### src/rtl/sha_pkg.sv
package sha_pkg;

  typedef enum logic [1:0] {
    CmdByte = 2'd0,
    CmdEnd  = 2'd1,
    CmdBoth = 2'd2
  } sha_cmd_e;

  typedef struct packed {
    sha_cmd_e   cmd;
    logic [7:0] data;
  } sha_req_t;

  typedef enum logic [2:0] {
    StIdle    = 3'd0,
    StRound   = 3'd1,
    StAdd     = 3'd2,
    StPad     = 3'd3,
    StEmit    = 3'd4
  } sha_state_e;

  localparam logic [7:0] PadByte = 8'h80;
  localparam logic [5:0] LenPos = 6'd56;

  localparam logic [31:0] InitHash [8] = '{
    32'h6a09e667, 32'hbb67ae85, 32'h3c6ef372, 32'ha54ff53a,
    32'h510e527f, 32'h9b05688c, 32'h1f83d9ab, 32'h5be0cd19};

  localparam logic [31:0] RoundK [64] = '{
    32'h428a2f98, 32'h71374491, 32'hb5c0fbcf, 32'he9b5dba5, 32'h3956c25b, 32'h59f111f1,
    32'h923f82a4, 32'hab1c5ed5, 32'hd807aa98, 32'h12835b01, 32'h243185be, 32'h550c7dc3,
    32'h72be5d74, 32'h80deb1fe, 32'h9bdc06a7, 32'hc19bf174, 32'he49b69c1, 32'hefbe4786,
    32'h0fc19dc6, 32'h240ca1cc, 32'h2de92c6f, 32'h4a7484aa, 32'h5cb0a9dc, 32'h76f988da,
    32'h983e5152, 32'ha831c66d, 32'hb00327c8, 32'hbf597fc7, 32'hc6e00bf3, 32'hd5a79147,
    32'h06ca6351, 32'h14292967, 32'h27b70a85, 32'h2e1b2138, 32'h4d2c6dfc, 32'h53380d13,
    32'h650a7354, 32'h766a0abb, 32'h81c2c92e, 32'h92722c85, 32'ha2bfe8a1, 32'ha81a664b,
    32'hc24b8b70, 32'hc76c51a3, 32'hd192e819, 32'hd6990624, 32'hf40e3585, 32'h106aa070,
    32'h19a4c116, 32'h1e376c08, 32'h2748774c, 32'h34b0bcb5, 32'h391c0cb3, 32'h4ed8aa4a,
    32'h5b9cca4f, 32'h682e6ff3, 32'h748f82ee, 32'h78a5636f, 32'h84c87814, 32'h8cc70208,
    32'h90befffa, 32'ha4506ceb, 32'hbef9a3f7, 32'hc67178f2};

endpackage

### src/rtl/sha_front.sv
module sha_front
  import sha_pkg::*;
(
  input  logic       clk_i,
  input  logic       rst_ni,
  input  logic       in_valid_i,
  output logic       in_stall_o,
  input  logic [7:0] data_byte_i,
  input  logic       byte_present_i,
  input  logic       end_of_message_i,
  output logic       q_valid_o,
  input  logic       q_pop_i,
  output sha_req_t   q_req_o
);

  sha_req_t   mem_q [4];
  logic [2:0] wr_q, wr_d, rd_q, rd_d;
  logic       push;
  sha_req_t   req;

  always_comb begin
    if (end_of_message_i && byte_present_i) begin
      req.cmd = CmdBoth;
    end else if (end_of_message_i) begin
      req.cmd = CmdEnd;
    end else begin
      req.cmd = CmdByte;
    end
    req.data = data_byte_i;
  end

  assign in_stall_o = (wr_q[1:0] == rd_q[1:0]) && (wr_q[2] != rd_q[2]);
  assign push = in_valid_i && !in_stall_o && (byte_present_i || end_of_message_i);
  assign q_valid_o = wr_q != rd_q;
  assign q_req_o = mem_q[rd_q[1:0]];
  assign wr_d = push ? wr_q + 3'd1 : wr_q;
  assign rd_d = q_pop_i ? rd_q + 3'd1 : rd_q;

  always_ff @(posedge clk_i or negedge rst_ni) begin
    if (!rst_ni) begin
      wr_q <= '0;
      rd_q <= '0;
    end else begin
      wr_q <= wr_d;
      rd_q <= rd_d;
    end
  end

  always_ff @(posedge clk_i) begin
    if (push) begin
      mem_q[wr_q[1:0]] <= req;
    end
  end

endmodule

### src/rtl/sha_back.sv
module sha_back
  import sha_pkg::*;
(
  input  logic        clk_i,
  input  logic        rst_ni,
  input  logic        q_valid_i,
  output logic        q_pop_o,
  input  sha_req_t    q_req_i,
  output logic        out_valid_o,
  input  logic        out_stall_i,
  output logic [31:0] digest_word_o,
  output logic [2:0]  word_index_o,
  output logic        last_word_o
);

  sha_state_e  st_q, st_d;
  logic [31:0] h_q [8];
  logic [31:0] v_q [8];
  logic [31:0] w_q [16];
  logic [5:0]  fill_q;
  logic [5:0]  rnd_q;
  logic [60:0] len_q;
  logic        fin_q;
  logic        pad_q;
  logic        tail_q;
  logic [2:0]  idx_q;
  logic        byte_go, pad_go, blk_full;
  logic [7:0]  byte_val;
  logic [63:0] bits;
  logic [31:0] w_new, t1, t2, s0, s1, e, a, wn;

  assign bits = {len_q, 3'b000};
  assign blk_full = fill_q == 6'd63;

  always_comb begin
    byte_val = q_req_i.data;
    if (st_q == StPad) begin
      if (!pad_q) begin
        byte_val = PadByte;
      end else if (tail_q && fill_q >= LenPos) begin
        byte_val = bits[6'(63 - 8 * 32'(fill_q - LenPos)) -: 8];
      end else begin
        byte_val = 8'h00;
      end
    end
  end

  assign byte_go = st_q == StIdle && q_valid_i && q_req_i.cmd != CmdEnd && !fin_q;
  assign pad_go = st_q == StPad;

  always_comb begin
    st_d = st_q;
    q_pop_o = 1'b0;
    case (st_q)
      StIdle: begin
        if (q_valid_i) begin
          if (q_req_i.cmd == CmdByte) begin
            q_pop_o = 1'b1;
            if (blk_full) begin
              st_d = StRound;
            end
          end else if (q_req_i.cmd == CmdBoth && !fin_q) begin
            if (blk_full) begin
              st_d = StRound;
            end
          end else begin
            q_pop_o = 1'b1;
            st_d = StPad;
          end
        end
      end
      StPad: begin
        if (blk_full) begin
          st_d = StRound;
        end
      end
      StRound: begin
        if (rnd_q == 6'd63) begin
          st_d = StAdd;
        end
      end
      StAdd: begin
        if (pad_q && tail_q) begin
          st_d = StEmit;
        end else if (pad_q) begin
          st_d = StPad;
        end else begin
          st_d = StIdle;
        end
      end
      StEmit: begin
        if (!out_stall_i && idx_q == 3'd7) begin
          st_d = StIdle;
        end
      end
      default: st_d = StIdle;
    endcase
  end

  assign e = v_q[4];
  assign a = v_q[0];
  assign s0 = {w_q[1][6:0], w_q[1][31:7]} ^ {w_q[1][17:0], w_q[1][31:18]} ^ (w_q[1] >> 3);
  assign s1 = {w_q[14][16:0], w_q[14][31:17]} ^ {w_q[14][18:0], w_q[14][31:19]}
            ^ (w_q[14] >> 10);
  assign w_new = w_q[0] + s0 + w_q[9] + s1;
  assign t1 = v_q[7] + ({e[5:0], e[31:6]} ^ {e[10:0], e[31:11]} ^ {e[24:0], e[31:25]})
            + ((e & v_q[5]) ^ (~e & v_q[6])) + RoundK[rnd_q] + w_q[0];
  assign t2 = ({a[1:0], a[31:2]} ^ {a[12:0], a[31:13]} ^ {a[21:0], a[31:22]})
            + ((a & v_q[1]) ^ (a & v_q[2]) ^ (v_q[1] & v_q[2]));
  assign wn = {w_q[15][23:0], byte_val};

  assign out_valid_o = st_q == StEmit;
  assign digest_word_o = h_q[idx_q];
  assign word_index_o = idx_q;
  assign last_word_o = idx_q == 3'd7;

  always_ff @(posedge clk_i or negedge rst_ni) begin
    if (!rst_ni) begin
      st_q <= StIdle;
      fill_q <= '0;
      rnd_q <= '0;
      len_q <= '0;
      fin_q <= 1'b0;
      pad_q <= 1'b0;
      tail_q <= 1'b0;
      idx_q <= '0;
      h_q <= InitHash;
    end else begin
      st_q <= st_d;
      if (byte_go || pad_go) begin
        fill_q <= fill_q + 6'd1;
      end
      if (byte_go) begin
        len_q <= len_q + 61'd1;
      end
      if (st_q == StIdle && q_valid_i && q_req_i.cmd != CmdByte) begin
        fin_q <= 1'b1;
      end
      if (pad_go) begin
        pad_q <= 1'b1;
        if (!pad_q) begin
          tail_q <= fill_q < LenPos;
        end
      end
      if (st_q == StRound) begin
        rnd_q <= rnd_q + 6'd1;
      end
      if (st_q == StAdd) begin
        for (int i = 0; i < 8; i++) begin
          h_q[i] <= h_q[i] + v_q[i];
        end
        if (pad_q && !tail_q) begin
          tail_q <= 1'b1;
        end
        if (pad_q && tail_q) begin
          idx_q <= '0;
        end
      end
      if (st_q == StEmit && !out_stall_i) begin
        idx_q <= idx_q + 3'd1;
        if (idx_q == 3'd7) begin
          h_q <= InitHash;
          fin_q <= 1'b0;
          pad_q <= 1'b0;
          tail_q <= 1'b0;
          fill_q <= '0;
          len_q <= '0;
        end
      end
    end
  end

  always_ff @(posedge clk_i) begin
    if (st_q == StRound) begin
      for (int i = 0; i < 15; i++) begin
        w_q[i] <= w_q[i + 1];
      end
      w_q[15] <= w_new;
      v_q[7] <= v_q[6];
      v_q[6] <= v_q[5];
      v_q[5] <= v_q[4];
      v_q[4] <= v_q[3] + t1;
      v_q[3] <= v_q[2];
      v_q[2] <= v_q[1];
      v_q[1] <= v_q[0];
      v_q[0] <= t1 + t2;
    end else begin
      if (byte_go || pad_go) begin
        if (fill_q[1:0] == 2'd0) begin
          for (int i = 0; i < 15; i++) begin
            w_q[i] <= w_q[i + 1];
          end
        end
        w_q[15] <= wn;
      end
      v_q <= h_q;
    end
  end

endmodule

### src/rtl/sha256_stream_hasher_unit.sv
// A byte request passes through a queue register and is then taken by the back end when it
// is idle; the byte that completes a block adds 64 rounds and a hash update step.
// An end request pads at one byte per cycle to the block boundary (a second block when fewer
// than nine bytes remain free), compresses, then offers one digest word per unstalled cycle.
// Bytes wait while a block compresses; a four-entry queue lets input run ahead.
// Reset is asynchronous and active low; it loads the initial hash and empties the queue.
module sha256_stream_hasher_unit
  import sha_pkg::*;
(
  input  logic        clk_i,
  input  logic        rst_ni,
  input  logic        in_valid_i,
  output logic        in_stall_o,
  input  logic [7:0]  data_byte_i,
  input  logic        byte_present_i,
  input  logic        end_of_message_i,
  output logic        out_valid_o,
  input  logic        out_stall_i,
  output logic [31:0] digest_word_o,
  output logic [2:0]  word_index_o,
  output logic        last_word_o
);

  logic     q_valid, q_pop;
  sha_req_t q_req;

  sha_front u_front (
    .clk_i, .rst_ni, .in_valid_i, .in_stall_o, .data_byte_i, .byte_present_i,
    .end_of_message_i, .q_valid_o(q_valid), .q_pop_i(q_pop), .q_req_o(q_req)
  );

  sha_back u_back (
    .clk_i, .rst_ni, .q_valid_i(q_valid), .q_pop_o(q_pop), .q_req_i(q_req),
    .out_valid_o, .out_stall_i, .digest_word_o, .word_index_o, .last_word_o
  );

endmodule
### config.mk
export PLATFORM = sky130hd
export DESIGN_NAME = sha256_stream_hasher_unit
export DESIGN_NICKNAME = d
export VERILOG_FILES = /design/src/rtl/sha_pkg.sv /design/src/rtl/sha_front.sv /design/src/rtl/sha_back.sv /design/src/rtl/sha256_stream_hasher_unit.sv
export SDC_FILE = /design/constraint.sdc
export NUM_CORES = 2
export LEC_CHECK = 0
export BUFFER_PORTS_ARGS = -buffer_cell sky130_fd_sc_hd__buf_2
export CAP_MARGIN = 10
export CORE_MARGIN = 2
export CORE_UTILIZATION = 51
export CTS_BUF_LIST = sky130_fd_sc_hd__clkbuf_8
export CTS_CLUSTER_SIZE = 25
export DETAILED_ROUTE_END_ITERATION = 10
export GPL_TIMING_DRIVEN = 0
export PLACE_DENSITY_LB_ADDON = 0.15
export SLEW_MARGIN = 20
export SYNTH_ARGS = -nofsm -noshare
export SYNTH_HDL_FRONTEND = slang
export SYNTH_HIERARCHICAL = 1
export SYNTH_SLANG_ARGS = --single-unit
### constraint.sdc
create_clock -name clk_i -period 18.6 [get_ports clk_i]
set_input_delay 1.86 -clock clk_i [delete_from_list [all_inputs] [get_ports clk_i]]
set_output_delay 1.86 -clock clk_i [all_outputs]
set_load 0.02 [all_outputs]
**Word level (Yosys, flattened, before mapping)**

Memories as Yosys holds them, arrays and structs flattened.
Cells that the tools add are included.

- Magnitude comparators: 4
- Muxes and demuxes: 75
- Bitwise operators: 35
- Shift operators: 1
- Reduce and logical (&&, ||, !) cells: 28
- Equality and inequality tests: 15
- Add/sub/neg operators: 26

Operator list:

| cell | count |
|---|---|
| 2-to-1 mux 256 bit | 4 |
| 2-to-1 mux 32 bit | 20 |
| adder 32 bit | 18 |
| bitwise XOR 32 bit | 9 |
| 2-to-1 mux 61 bit | 3 |
| bitwise AND 32 bit | 5 |
| binary-select mux 32 bit (select 3 bit) | 1 |
| indexed part select 71 x 7 -> 8 bit | 1 |
| adder 61 x 1 -> 61 bit, second input constant | 1 |
| NOT 32 bit | 1 |
| bitwise XOR 32 x 22 -> 32 bit | 1 |
| bitwise XOR 32 x 29 -> 32 bit | 1 |
| 2-to-1 mux 3 bit | 10 |
| 2-to-1 mux 1 bit | 28 |
| 2-to-1 mux 8 bit | 3 |
| 2-to-1 mux 6 bit | 3 |
| OR 1 bit | 16 |
| one-hot mux 3 bit (5 select lines) | 1 |
| logical AND 1 bit | 14 |
| adder 6 x 1 -> 6 bit, second input constant | 2 |
| equality test 6 bit, second input constant | 2 |
| adder 3 x 1 -> 3 bit, second input constant | 3 |
| inequality test 2 x 1 -> 1 bit, second input constant | 4 |
| >= comparator 7 bit, second input constant | 1 |
| other kinds (22) | 32 |

- Flip-flop bits (word level): 600
- Logic and storage cells: 213
- Bits in read-only memories: 2048
- Memories kept: 3
- Bits in writable memories: 552
- Bits of input ports: 14

Memory list:

| memory | words | bits a word | rd ports | clocked after memory_dff | wr ports | line | source |
|---|---|---|---|---|---|---|---|
| (no name shown) | 64 | 32 | 1 | 0 | 0 | sha_back.sv:107 | `+ ((e & v_q[5]) ^ (~e & v_q[6])) + RoundK[rnd_q] + w_q[0];` |
| u_back.w_q | 16 | 32 | 16 | 0 | 16 | sha_back.sv:19 | `logic [31:0] w_q [16];` |
| u_front.mem_q | 4 | 10 | 1 | 0 | 1 | sha_front.sv:16 | `sha_req_t mem_q [4];` |

**Logic depth before layout (Yosys ltp)**

- Depth in word-level cells: 9
- Mapped depth: 40
- Mapped depth without buffers: 39

**Hierarchy**

The synthesis kept the hierarchy.

By module, submodules not included:

| module | times used | area each (µm²) | cells each |
|---|---|---|---|
| sha_back | 1 | 67463.5 | 6774 |
| sha_front | 1 | 1858.0 | 90 |

**Worst setup path after synthesis**

No wires, ideal clock.

- Kind: register -> register
- Start: register u_front.rd_q[0]
- End: memory u_back.w_q[0][0], enable pin
- Path slack: 4464 ps
- Cell stages (with the launch flop): 8
- Library setup time: 890 ps
- Data arrival time: 13246 ps
- Buffers on the path: 2
- Path through: dfrtp_1 -> buf_4 -> mux4_2 -> nor2b_1 -> nor3_2 -> buf_2 -> nand2b_1 -> o21a_1

RTL lines:

| item | line | source |
|---|---|---|
| start: declaration | sha_front.sv:17 | `logic [2:0] wr_q, wr_d, rd_q, rd_d;` |
| start signal: assignment | sha_front.sv:45 | `rd_q <= rd_d;` |
| end: declaration | sha_back.sv:19 |  |

**Worst setup path after layout**

- Start: register u_back.rnd_q[1]
- End: register u_back.v_q, in the netlist u_back/a[30]

- Cells in the longest elaborated chain, start to end: 8

RTL lines:

| item | line | source |
|---|---|---|
| start: declaration | sha_back.sv:21 | `logic [5:0] rnd_q;` |
| start signal: assignment | sha_back.sv:146 | `rnd_q <= rnd_q + 6'd1;` |
| NOT 6 -> 7 bit (not written as such) | sha_back.sv:107 |  |
| memory read (64 x 32 bit) | n/a |  |
| 2-to-1 mux 32 bit (not written as such) (2 in series) | sha_back.sv:107 |  |
| adder 32 bit (2 in series) | sha_back.sv:107 |  |
| adder 32 bit | sha_back.sv:186 | `v_q[0] <= t1 + t2;` |
| 2-to-1 mux 256 bit | sha_back.sv:174 | `if (st_q == StRound) begin` |
| end signal: assignment | sha_back.sv:196 | `v_q <= h_q;` |
| end: declaration | sha_back.sv:18 | `logic [31:0] v_q [8];` |

No other way between the ends. The select of a mux whose other input is x is not followed.
A chain may end at the register's enable or synchronous reset.

==> results.yml <==
status:
  status: "complete, no violations"
sta:
  finalSetupTns_ps: 0
  finalSetupViolCount: 0
  slew_violations: 0
  worst_slack_ps: 6293
  rsz0062_at_grt: "no"
  tightest_slew_ps: 1285
  period_share: 0.6616
  final_hold_viol_count: 0
  finClkSkew_ps: 86.01
  worst_hold_slack_ps: 405.8
  finalCriticalPeriod_ps: 12310
  relSlewSlack: 0.1213
  max_freq_mhz: 81.26
synth:
  synth_area_per_cell_um2: 10.10
  synth.yosys.seq_area_share: 0.4397
  syn-instance-count: 6864
  synth_nets: 7473
  ys_seq_elements: 1152
  ys_types: 99
  ys_warn_count: 6
  synth-edff-count: 552
  syn_area_um2: 69320
  synthFlopType: "edfxtp_1"
  synthArstFlopShare: 0.2986
routing:
  post_drt_wl_per_cell_um: 29.90
  vias_per_cell: 6.238
  first_pass_iters: 6
  ant_nets: 0
  drtIter0Drc: 7636
  routed_wirelength_um: 271900
  via_count: 56720
  drc: 0
layout:
  nNetsFinal: 7741
  drive_gt1_frac: 0.1003
  areaGrowthSynthToFinish_pct: 10.43
placed_design:
  pre_cts_ws_ps: 6970
  place_congestion: 1.052
  hpwlAfterDp_um: 208300
  numPortBuffers: 51
setup_path:
  cp_slowest_cell: "xor2_1"
  cp.required_ps: 19400
  r2r-end: "u_back/a[30]"
  critPathMostFrequentCell: "o21ai_0"
  max_stage_delay_ps: 950
  reg2reg_depth: 39
  critical_path.max_fanout: 12
  rrSetupSlack_ps: 6290
  path_class: "reg2reg"
  crit_path_end_kind: "register"
  arrival_ps: 13110
  rr_startpoint: "u_back/rnd_q[1]"
  cp-start-kind: "register"
floorplan:
  dieWidth_um: 372.7
  io_pins: 52
  initial_core_util: 0.5130
  fp.dieH_um: 372.7
  num_rows: 135
  core_um2: 135100
  die_area_um2: 138900
run:
  cap_violations: 0
grt:
  grt_pass1_vias: 53080
  antenna_found_initial: 23
  grt_max_degree: 93
  grt-ovfl-total: 0
  grt_pass1_wl_um: 382600
  grt_use_total: 0.3848
hold_path:
  hold_class: "reg2reg"
  min_path_cells: 0
  holdPathEnd: "u_back/w_q[7][24]"
  min-delay-start: "u_back/w_q[7][56]"
cts:
  cts_inserted_buffers: 197
  clkTransAtPathRegs_ps: 70
  root_buffer: "clkbuf_8"
  clock_path_buffers: 3
  hold_buffers: 0
  clk_latency_ps: 960
  htreeDepth: 4
  postCtsSetupBuffers: 0
  cts_tree: "yes"
  cts_sinks: 1152
  post_cts_resized: 0
==> layer usage <==
layer  GRT usage  vias up  wire (µm)
met3     0.08567      666      30010
li1            -    24750          -
met5           0        -         78
met4      0.1842       12      14400
met2      0.5565     3242     114900
met1      0.5475    28050     112600
==> flip-flops by register name, indices dropped and copies added (netlist names) <==
signal	cells
u_back/h_q	256
u_back/pad_q	1
u_back/v_q	192
u_back/tail_q	1
u_back/rnd_q	6
u_front/rd_q	3
u_back/fill_q	6
u_back/st_q	3
u_front/wr_q	3
u_back/fin_q	1
u_back/word_index_o	3
u_front/mem_q	40
u_back/len_q	61
u_back/e	32
u_back/w_q	512
u_back/a	32
==> stage by stage <==
stage	std cells	cell area, µm²	utilization
CTS	9087	76530	0.5663
finish	9093	76550	0.5665
global placement	8696	71810	0.5314
global route	9089	76540	0.5665
floorplan	6864	69320	-
detailed placement	8714	72350	0.5354
==> layout by cell type, fill, tap and decap left out, types with 43 or more instances in the layout <==
cell type	Yosys	layout
a211oi_1	59	59
a21o_1	180	180
a21oi_1	490	490
a31oi_1	56	56
and3_1	43	43
buf_2	4	57
clkbuf_1	265	233
clkbuf_8	0	227
dfrtp_1	208	208
dfstp_2	136	136
dfxtp_1	256	256
edfxtp_1	552	552
fa_1	195	195
ha_1	400	400
inv_1	359	422
mux2_2	57	57
mux4_2	97	97
nand2_1	1134	1134
nand2b_1	63	62
nand3_1	106	106
nor2_1	369	369
nor2b_1	51	51
nor3_1	93	93
o211ai_1	101	101
o21ai_0	413	413
o21bai_1	58	58
or3_1	49	49
xnor2_1	430	426
xor2_1	197	197
==> worst max-delay path by stage <==
stage | from | to | slack, ps | cells after the start
after CTS | u_back/rnd_q[1] | u_back/a[30] | 6870 | 39
after detailed placement | u_back/rnd_q[1] | u_back/a[30] | 6970 | 39
after floorplan | u_front/rd_q[0] | u_back/w_q[0][0] | 4460 | 7
after global placement | u_front/rd_q[1] | u_back/w_q[0][53] | -130 | 7
after global routing | u_back/rnd_q[0] | u_back/a[30] | 6250 | 39
final | u_back/rnd_q[1] | u_back/a[30] | 6290 | 39
==> cell families after synthesis <==
family / share of synthesized area
muxes: 0.04518
adders and majority gates: 0.1288
DFF: 0.4397
AOI/OAI and AO/OA: 0.1432
xor gates and xnor gates: 0.07922
and+or+nand+nor: 0.1277
buffers and inverters: 0.03624
==> synthesized netlist by cell type, types with 12 or more instances <==
library cell	instances	area share
a211o_1	12	0.0015
a211oi_1	59	0.0064
a21o_1	180	0.019
a21oi_1	490	0.035
a31oi_1	56	0.0051
and2_1	28	0.0025
and3_1	43	0.0039
buf_1	34	0.0018
clkbuf_1	265	0.014
dfrtp_1	208	0.075
dfstp_2	136	0.052
dfxtp_1	256	0.074
edfxtp_1	552	0.24
fa_1	195	0.056
ha_1	400	0.072
inv_1	359	0.019
mux2_2	57	0.0093
mux2i_1	29	0.0042
mux4_2	97	0.032
nand2_1	1134	0.061
nand2b_1	63	0.0057
nand3_1	106	0.0077
nand3b_1	12	0.0013
nand4_1	27	0.0024
nor2_1	369	0.020
nor2b_1	51	0.0046
nor3_1	93	0.0067
o211ai_1	101	0.011
o21a_1	41	0.0044
o21ai_0	413	0.030
o21bai_1	58	0.0063
o311ai_0	17	0.0021
o31ai_1	29	0.0031
or2_2	13	0.0012
or3_1	49	0.0044
xnor2_1	430	0.054
xor2_1	197	0.025
==> critical path: cells and delay by family, from the launching register on <==
kind,cells,cell delay [ps]
AOI/OAI and AO/OA,13,3280
adders and majority gates,7,3070
buffers and inverters,7,2190
and+or+nand+nor,10,1800
xor gates and xnor gates,2,1110
DFF,1,700
==> area by class of cell <==
type	instances	area (µm²)
antenna	6	15.01
buffer	304	1196
clock buffer	227	3124
clock inverter	146	1055
fill	11970	58570
inverter	363	1363
multi-input combinational	5045	36380
sequential	1152	30480
tap	1781	2228
timing repair buffer	69	716.9
Power is left out: the tool's default activity adds up to more than one toggle a clock period on the data nets, which glitch-free logic cannot reach.
